[config.mk]
export PLATFORM = sky130hd
export DESIGN_NAME = idfa_bitmap
export DESIGN_NICKNAME = d
export VERILOG_FILES = /design/src/hw/rtl/idfa_pkg.sv /design/src/hw/rtl/idfa_bitmap.sv
export SDC_FILE = /design/constraint.sdc
export NUM_CORES = 1
export LEC_CHECK = 0
export ABC_AREA = 1
export BUFFER_PORTS_ARGS = -buffer_cell sky130_fd_sc_hd__buf_4
export CAP_MARGIN = 25
export CORE_AREA = 2 2 308 310
export DETAILED_ROUTE_END_ITERATION = 10
export DIE_AREA = 0 0 310 312
export PLACE_DENSITY_LB_ADDON = 0.1
export SETUP_SLACK_MARGIN = 0.4
export SYNTH_ARGS = -nofsm -noshare
export SYNTH_HDL_FRONTEND = slang
export SYNTH_SLANG_ARGS = --single-unit
[constraint.sdc]
create_clock -name clock -period 2 [get_ports clock]
set_clock_uncertainty 0.1 [all_clocks]
set_input_delay 0.5 -clock clock [delete_from_list [all_inputs] [get_ports clock]]
set_output_delay 0.5 -clock clock [all_outputs]
set_load 0.01 [all_outputs]
[src/hw/rtl/idfa_pkg.sv]
// idfa_pkg: shared types and constants for the ID allocator with free-list FIFO.
// Used by idfa_bitmap, idfa_free_fifo and id_allocator_free_fifo_core.
// No dependencies.
package idfa_pkg;

   // Number of IDs managed; the ID space is 0 .. MAX_IDS-1
   localparam int MAX_IDS = 1024;

   // Internal ID width and high-water width (0 .. MAX_IDS)
   localparam int ID_W = (MAX_IDS > 1) ? $clog2(MAX_IDS) : 1;
   localparam int HW_W = $clog2(MAX_IDS + 1);

   // Width of the ID fields on the ports
   localparam int PORT_ID_W = 10;

   // Width used to compare port IDs against the high-water mark
   localparam int CMP_W = (HW_W > PORT_ID_W) ? HW_W : PORT_ID_W;

   typedef enum logic {
      OP_ALLOC   = 1'b0,
      OP_RELEASE = 1'b1
   } op_type;

   typedef enum logic [1:0] {
      STATUS_OK    = 2'd0,
      STATUS_RANGE = 2'd1,
      STATUS_INUSE = 2'd2,
      STATUS_FULL  = 2'd3
   } status_type;

   typedef enum logic [1:0] {
      ST_IDLE,
      ST_POP,
      ST_BIT
   } state_type;

   typedef struct packed {
      logic            empty;
      logic            full;
      logic [HW_W-1:0] count;
   } fifo_status_type;

endpackage

[src/hw/rtl/idfa_bitmap.sv]
// idfa_bitmap: in-use bitmap, one bit per ID, with a synchronous (registered) read.
// One write port and one read port; read data holds until the next read.
// Depends on idfa_pkg.
module idfa_bitmap (
   input  logic                     clock,
   input  logic                     rd_en,
   input  logic [idfa_pkg::ID_W-1:0] rd_addr,
   output logic                     rd_data,
   input  logic                     wr_en,
   input  logic [idfa_pkg::ID_W-1:0] wr_addr,
   input  logic                     wr_data
);

   logic mem [idfa_pkg::MAX_IDS];
   logic rd_data_ff;

   // Write one bit
   always_ff @(posedge clock) begin
      if (wr_en) begin
         mem[wr_addr] <= wr_data;
      end
   end

   // Register read data, hold it between reads
   always_ff @(posedge clock) begin
      if (rd_en) begin
         rd_data_ff <= mem[rd_addr];
      end
   end

   assign rd_data = rd_data_ff;

endmodule

==> results of run 1 <==
-- layer usage --
layer	part of all wire, %	track usage, %	wire length (um)
met1	40	43.0	59900
met5	0.0087	0	13
met4	3.8	11.2	5680
met3	10	5.82	15000
met2	46	47.7	69100
-- Yosys cell counts --
library cell | n | area [um2]
inv_1 | 42 | 158
nand2_1 | 1102 | 4140
nor2_1 | 1042 | 3910
buf_2 | 123 | 616
buf_4 | 7 | 52.6
inv_6 | 1 | 8.76
nor3_2 | 2 | 20.0
nand3_1 | 1021 | 5110
edfxtp_1 | 1025 | 30800
nand4_1 | 7 | 43.8
buf_1 | 35 | 131
buf_6 | 50 | 563
clkbuf_1 | 196 | 736
nor3_1 | 22 | 110
buf_8 | 1 | 15.0
inv_2 | 3 | 11.3
-- timing repair --
item	4_1_cts	5_1_grt
resized for setup	75	130
hold buffers	1	0
cloned	4	17
hold endpoints to repair	1	0
endpoints found under the setup margin	2	2
pin swaps	25	70
buffers inserted	5	0
-- area by class of cell --
class                      instances  area, um2  area share [%]
timing repair buffer             461       6010            10.5
inverter                          46        264           0.461
multi-input combinational       3196      15100            26.4
clock buffer                     136       2850            4.98
clock inverter                    67        643            1.12
tap                             1254       1570            2.74
timing repair inverter             2       27.5          0.0481
sequential                      1025      30800            53.8
-- worst paths after layout --
kind,from,depth (start not counted),endpoint
setup / recovery,rd_data,1,rd_data
hold / removal,rd_addr[9],3,rd_data
setup reg to reg,mem[641],12,rd_data
hold reg to reg,mem[972],12,rd_data
-- kinds of logic after synthesis --
logic type,after synthesis
simple gates,3196
flops,1025
buf+inv,458
-- registers in the layout, summed over array words and instances, names as in the netlist --
name and flops:
mem 1024, rd_data 1
-- cells in the final DEF (no fill, tap or decap), types with 13 or more instances in the layout --
cell	n
buf_16	13
nor2_1	860
clkinv_2	22
nor3_2	15
nand3_2	129
edfxtp_1	1025
nand2_2	52
clkbuf_16	125
buf_12	154
clkinv_1	25
nor2_2	150
buf_6	14
clkbuf_1	26
nor2_4	32
buf_4	258
inv_1	29
nand2_1	1039
nand3_1	883
-- stage by stage --
| stage | setup TNS [ns] | cells | setup slack, ns |
|---|---|---|---|
| 2_1_floorplan | -0.0190 | 4679 | -0.0190 |
| 3_3_place_gp | -63.43 | 5957 | -0.858 |
| 3_5_place_dp | -72.16 | 5957 | -0.835 |
| 4_1_cts | -0.107 | 6170 | -0.107 |
| 5_1_grt | -0.0842 | 6187 | -0.0842 |
| 6_report | -0.0439 | 6187 | -0.0439 |
-- power by group --
part           switching, mW  internal, mW  total, mW  leakage (nW)
clock                   8.59          11.4       20.0          1.71
sequential           0.00899          23.6       23.6          9.21
combinational           2.59          1.45       4.04          8.68
==> impl_metrics.tcl, run 1 <==
set metrics [dict create \
    layout-drive-gt1-share_pct 21.0 \
    peakVddDrop_mv 0.775 \
    max_freq_ghz 0.489 \
    wl_per_cell_um 24.2 \
    setup.worst_path.start_class "flop" \
    cts.clk_slew.worst_paths_ns 0.06 \
    criticalPathCategory "flop to output pin" \
    status "finished with violations" \
    grt_max_degree 122 \
    wl_um 150000 \
    fp-row-count 112 \
    synth_xor_xnor_area_share_pct 0 \
    drt_iter0_markers 4321 \
    rsz0062_at_grt "yes" \
    violations "setup timing" \
    worst_slew_pin_slew_ns 0.520 \
    grt_overflow_total 0 \
    hpwlAfterDp_um 87000 \
    p_per_area_nw_per_um2 833 \
    max_stage_delay_ns 0.54 \
    power_mw 47.7 \
    viasPerCell 5.80 \
    dr_total_vias 35900 \
    muxShareOfSynthArea_pct 0 \
    synth_top_family_by_area "simple AND/OR/NAND/NOR gates" \
    period_minus_slack_ns 2.04 \
    path_delay_family "flip-flops" \
    final_cell_area_um2 57200 \
    core_um2 93000 \
    yosysSeqAreaShare_pct 66.3 \
    r2r_setup_slack_ns 0.17 \
    boundaryPins 25 \
    synth_seq_cells 1025 \
    critPathBufInv 1 \
    worstSkewPairLatency_ns 0.72 \
    cts-root-buf "clkbuf_16" \
    nNetsFinal 4865 \
    synthSimpleGateAreaFrac_pct 28.7 \
    arrival_ns 1.44 \
    synthAdderAreaFrac_pct 0 \
    grt_usage_pct 30.6 \
    critPathSlowestCell "edfxtp_1" \
    htree_levels 3 \
    grt_pass1_vias 33900 \
    place_area_um2 52200 \
    cts_tree "built" \
    end_kind "output pin" \
    drv_cap 0 \
    fillers 7817 \
    dr.pass1.iters 6 \
    crit_fanout 1 \
    die_area_um2 96700 \
    globalplace.congestion 0.844 \
    slew_violations 0 \
    max_slew_margin_pct 65.3 \
    setup_ws_ns -0.0439 \
    synthDistinctLibCells 16 \
    holdWs_ns 0.0476 \
    path_cells "buf_6" \
    syn_avg_cell_area_um2 9.92 \
    cts_made_buffers 109 \
    die_w_um 310 \
    clock_sinks 1025 \
    p_leak_nw 19.6 \
    fin_util_pct 61.5 \
    route.detailed.drc 0 \
    num_antenna_cells 0 \
    syn_to_final_growth_pct 23.3 \
    portBuffers 24 \
    final-setup-viol-count 1 \
    finalHoldViolations 0 \
    synth.cell_area_um2 46400 \
    synth_nets 4703 \
    initial_utilization_pct 49.9 \
    synth_compound_area_share_pct 0 \
    grt_pass1_wl_um 218000 \
    syn_inst 4679 \
    die_h_um 312 \
    final_antenna_net_count 0 \
    cp.required_ns 1.40 \
    ctsLongestPathBuffers 3 \
    yosysWarnings 0 \
    antenna_found_initial 2 \
    fin_crit_sh_pct 102 \
    min_path_type "primary input to flop" \
]
Note: power is estimated with default switching activity, not from simulation.
==> run 2, diff against run 1 <==
ABC_AREA = 0   (was 1)
CORE_AREA = 2 2 283 285   (was 2 2 308 310)
DIE_AREA = 0 0 285 287   (was 0 0 310 312)
==> run 2 against run 1 <==
- the run still ends with setup timing left
- maximum frequency down 27%
- largest cell class unchanged
- largest power group unchanged
- register-to-register slack worse by 0.96 ns
- cell area down 5.9%
- synthesized area down 3.7%
==> impl_metrics.tcl, run 2 <==
set metrics [dict create \
    min_delay_worst_endpoint "mem[736]" \
    multi_input_area_um2 13700 \
    p_sw_share_pct 21.6 \
    grt_pass1_vias 28400 \
    internal-power_mw 36.6 \
    criticalPathCategory "flop to flop" \
    core_um2 78600 \
    max_slew_margin_pct 25.5 \
    fillers 5392 \
    ctsLongestPathBuffers 3 \
    min_path_type "primary input to flop" \
    layout-drive-gt1-share_pct 32.5 \
    cts_made_buffers 106 \
    fp-row-count 103 \
    rsz0062_at_grt "yes" \
    drv_cap 0 \
    synth_seq_cells 1025 \
    syn_avg_cell_area_um2 14.4 \
    grt_usage_pct 32.1 \
    synth_nets 3136 \
    worst_slew_pin_slew_ns 1.11 \
    yosysTopAreaCellShare_pct 68.9 \
    top_register "mem" \
    antenna_found_initial 1 \
    route.detailed.drc 0 \
    p_leak_nw 16.6 \
    path_delay_family "compound AO/OA/AOI/OAI gates" \
    p_seq_share_pct 50.7 \
    final-setup-viol-count 1 \
    yosys.area.top_type "edfxtp_1" \
    status "finished with violations" \
    synth-edff-count 1025 \
    synthTopCellsByCount "1036 x nor2_1, 1025 x edfxtp_1, 200 x mux4_2, 186 x clkbuf_1, 123 x mux2i_1" \
    cp.required_ns 2.30 \
    synth_flop_cell "edfxtp_1" \
    synth.cell_area_um2 44700 \
    cts.clk_slew.worst_paths_ns 0.06 \
    synth_xor_xnor_area_share_pct 0 \
    comb_power_share_pct 6.4 \
    critPathSlowestCell "mux4_2" \
    setup_ws_ns -0.788 \
    die_w_um 285 \
    clock_sinks 1025 \
    instances_no_fill 4442 \
    r2r_end "rd_data" \
    syn_to_final_growth_pct 20.5 \
    hold_path_startpoint "wr_data" \
    dp.cells 4243 \
    largest_reg_flops 1024 \
    grt_overflow_total 0 \
    cts-root-buf "clkbuf_16" \
    r2r-start "mem[411]" \
    dr.pass1.iters 6 \
    crit_fanout 2 \
    peakVddDrop_mv 0.934 \
    synthArstFlopShare_pct 0 \
    p_per_area_nw_per_um2 867 \
    cts_tree "built" \
    portBuffers 24 \
    die_area_um2 81800 \
    violations "setup timing" \
    fin_crit_sh_pct 139 \
    viasPerCell 6.40 \
    synthAdderAreaFrac_pct 0 \
    reg2regPathDepth 10 \
    synth_area_leaders "edfxtp_1 69%, mux4_2 10%, nor2_1 8.7%" \
    synthSimpleGateAreaFrac_pct 11.2 \
    cpMostUsedCell "buf_4" \
    muxShareOfSynthArea_pct 13.7 \
    max_freq_ghz 0.359 \
    arrival_ns 3.09 \
    nNetsFinal 3327 \
    drt_iter0_markers 4085 \
    critPathBufInv 2 \
    yosysWarnings 0 \
    slew_violations 0 \
    final_antenna_net_count 0 \
    die_h_um 287 \
    synth_top_family_by_area "multiplexers" \
    r2r_setup_slack_ns -0.79 \
    yosysSeqAreaShare_pct 68.9 \
    globalplace.congestion 0.843 \
    fin_setup_tns_ns -0.788 \
    setup.worst_path.start_class "flop" \
    path_cells "mux4_2 -> mux2i_4 -> nor2_2 -> a311o_1 -> a311oi_2 -> buf_4 -> nor3_2 -> buf_4 -> a32oi_1 -> o2111ai_1" \
    hpwlAfterDp_um 78100 \
    p_switching_mw 10.1 \
    power_frac_clock_pct 42.9 \
    yosysMostFrequentCell "nor2_1" \
    wl_per_cell_um 29.1 \
    htree_levels 3 \
    final_common_cell "edfxtp_1" \
    grt_max_degree 117 \
    regArea_um2 30800 \
    end_kind "flop" \
    fin_util_pct 68.5 \
    synthDistinctLibCells 55 \
    finalHoldViolations 0 \
    max_stage_delay_ns 0.52 \
    hold_depth 1 \
    initial_utilization_pct 56.8 \
    dr_total_vias 28400 \
    syn_inst 3112 \
    boundaryPins 25 \
    grt_pass1_wl_um 189000 \
    wl_um 129000 \
    synth_compound_area_share_pct 2.83 \
    layout_common_cells "1025 x edfxtp_1, 735 x nor2_1, 259 x buf_4" \
    worstSkewPairLatency_ns 0.68 \
    period_minus_slack_ns 2.79 \
]
[run 2: cell types whose count changed after synthesis, sizes merged, moves of 28 or more]
cell,previous run,this run
mux4,0,214
inv,46,4
mux2i,0,123
o221ai,0,49
nand3,1021,37
a21oi,0,37
nand2,1102,86
buf,216,114
o22ai,0,28
[run 2: worst reg2reg max path, cell delays in order, from the launching register on]
cell,delay [ns]
edfxtp_1,0.38
mux4_2,0.52
mux2i_4,0.18
nor2_2,0.06
a311o_1,0.35
a311oi_2,0.29
buf_4,0.18
nor3_2,0.06
buf_4,0.13
a32oi_1,0.14
o2111ai_1,0.13
[run 2: worst max-delay path by stage]
stage	end	startpoint	slack, ns	depth (start not counted)
finish	rd_data	mem[411]	-0.79	10
global route	rd_data	mem[411]	-0.90	10
CTS	rd_data	mem[411]	-0.86	9
detailed placement	rd_data	rd_addr[0]	-1.49	11
global placement	rd_data	rd_addr[0]	-1.61	11
floorplan	rd_data	rd_addr[0]	-0.91	12
[run 2: logic make-up (layout without fill, tap and decap cells)]
family	after synthesis	count (layout)
multiplexers	340	340
other	0	1
AO/OA/AOI/OAI	178	178
buffers and inverters	309	588
flip-flops	1025	1025
AND/OR/NAND/NOR	1260	1260
[run 2: stage by stage]
step	power [mW]	instance area, um2	hold WS [ns]	setup WS [ns]
3_3_place_gp	27.0	50200	0.654	-1.61
5_1_grt	47.8	53800	0.191	-0.902
6_report	46.7	53800	0.174	-0.788
2_1_floorplan	25.6	46500	0.499	-0.909
3_5_place_dp	27.0	50200	0.650	-1.49
4_1_cts	46.8	53800	0.171	-0.862
[run 2: layout make-up]
cell class	instances	share of cell area (%)
repair buffers	386	8.29
flip-flops and latches	1025	57.2
inverters	6	0.0418
multi-input cells	1778	25.5
diodes	1	0.00465
clock buffers	121	5.07
well taps	1050	2.44
clock inverters	75	1.44
[run 2: metal layers]
layer	GRT usage [%]	vias up	share of wire [%]
met3	5.60	270	10
met2	52.2	1559	48
met4	10.4	2	3.3
met1	44.8	14700	38
li1	-	11900	-
met5	0	-	0.010
[run 2: power by group through the flow]
stage               clock (mW)  sequential, mW  combinational (mW)
finish                    20.0            23.6                2.99
global route              21.0            23.6                3.13
global placement             0            24.1                2.87
CTS                       20.2            23.6                2.94
detailed placement           0            24.1                2.92
floorplan                    0            24.1                1.48
[run 2: repair_timing]
item / 4_1_cts / 5_1_grt
gates cloned: 0 / 1
setup endpoints to repair: 2 / 2
resized for setup: 4 / 11
hold buffers: 1 / 0
buffers inserted: 0 / 0
endpoints found under the hold margin: 1 / 0
pin swaps: 1 / 5
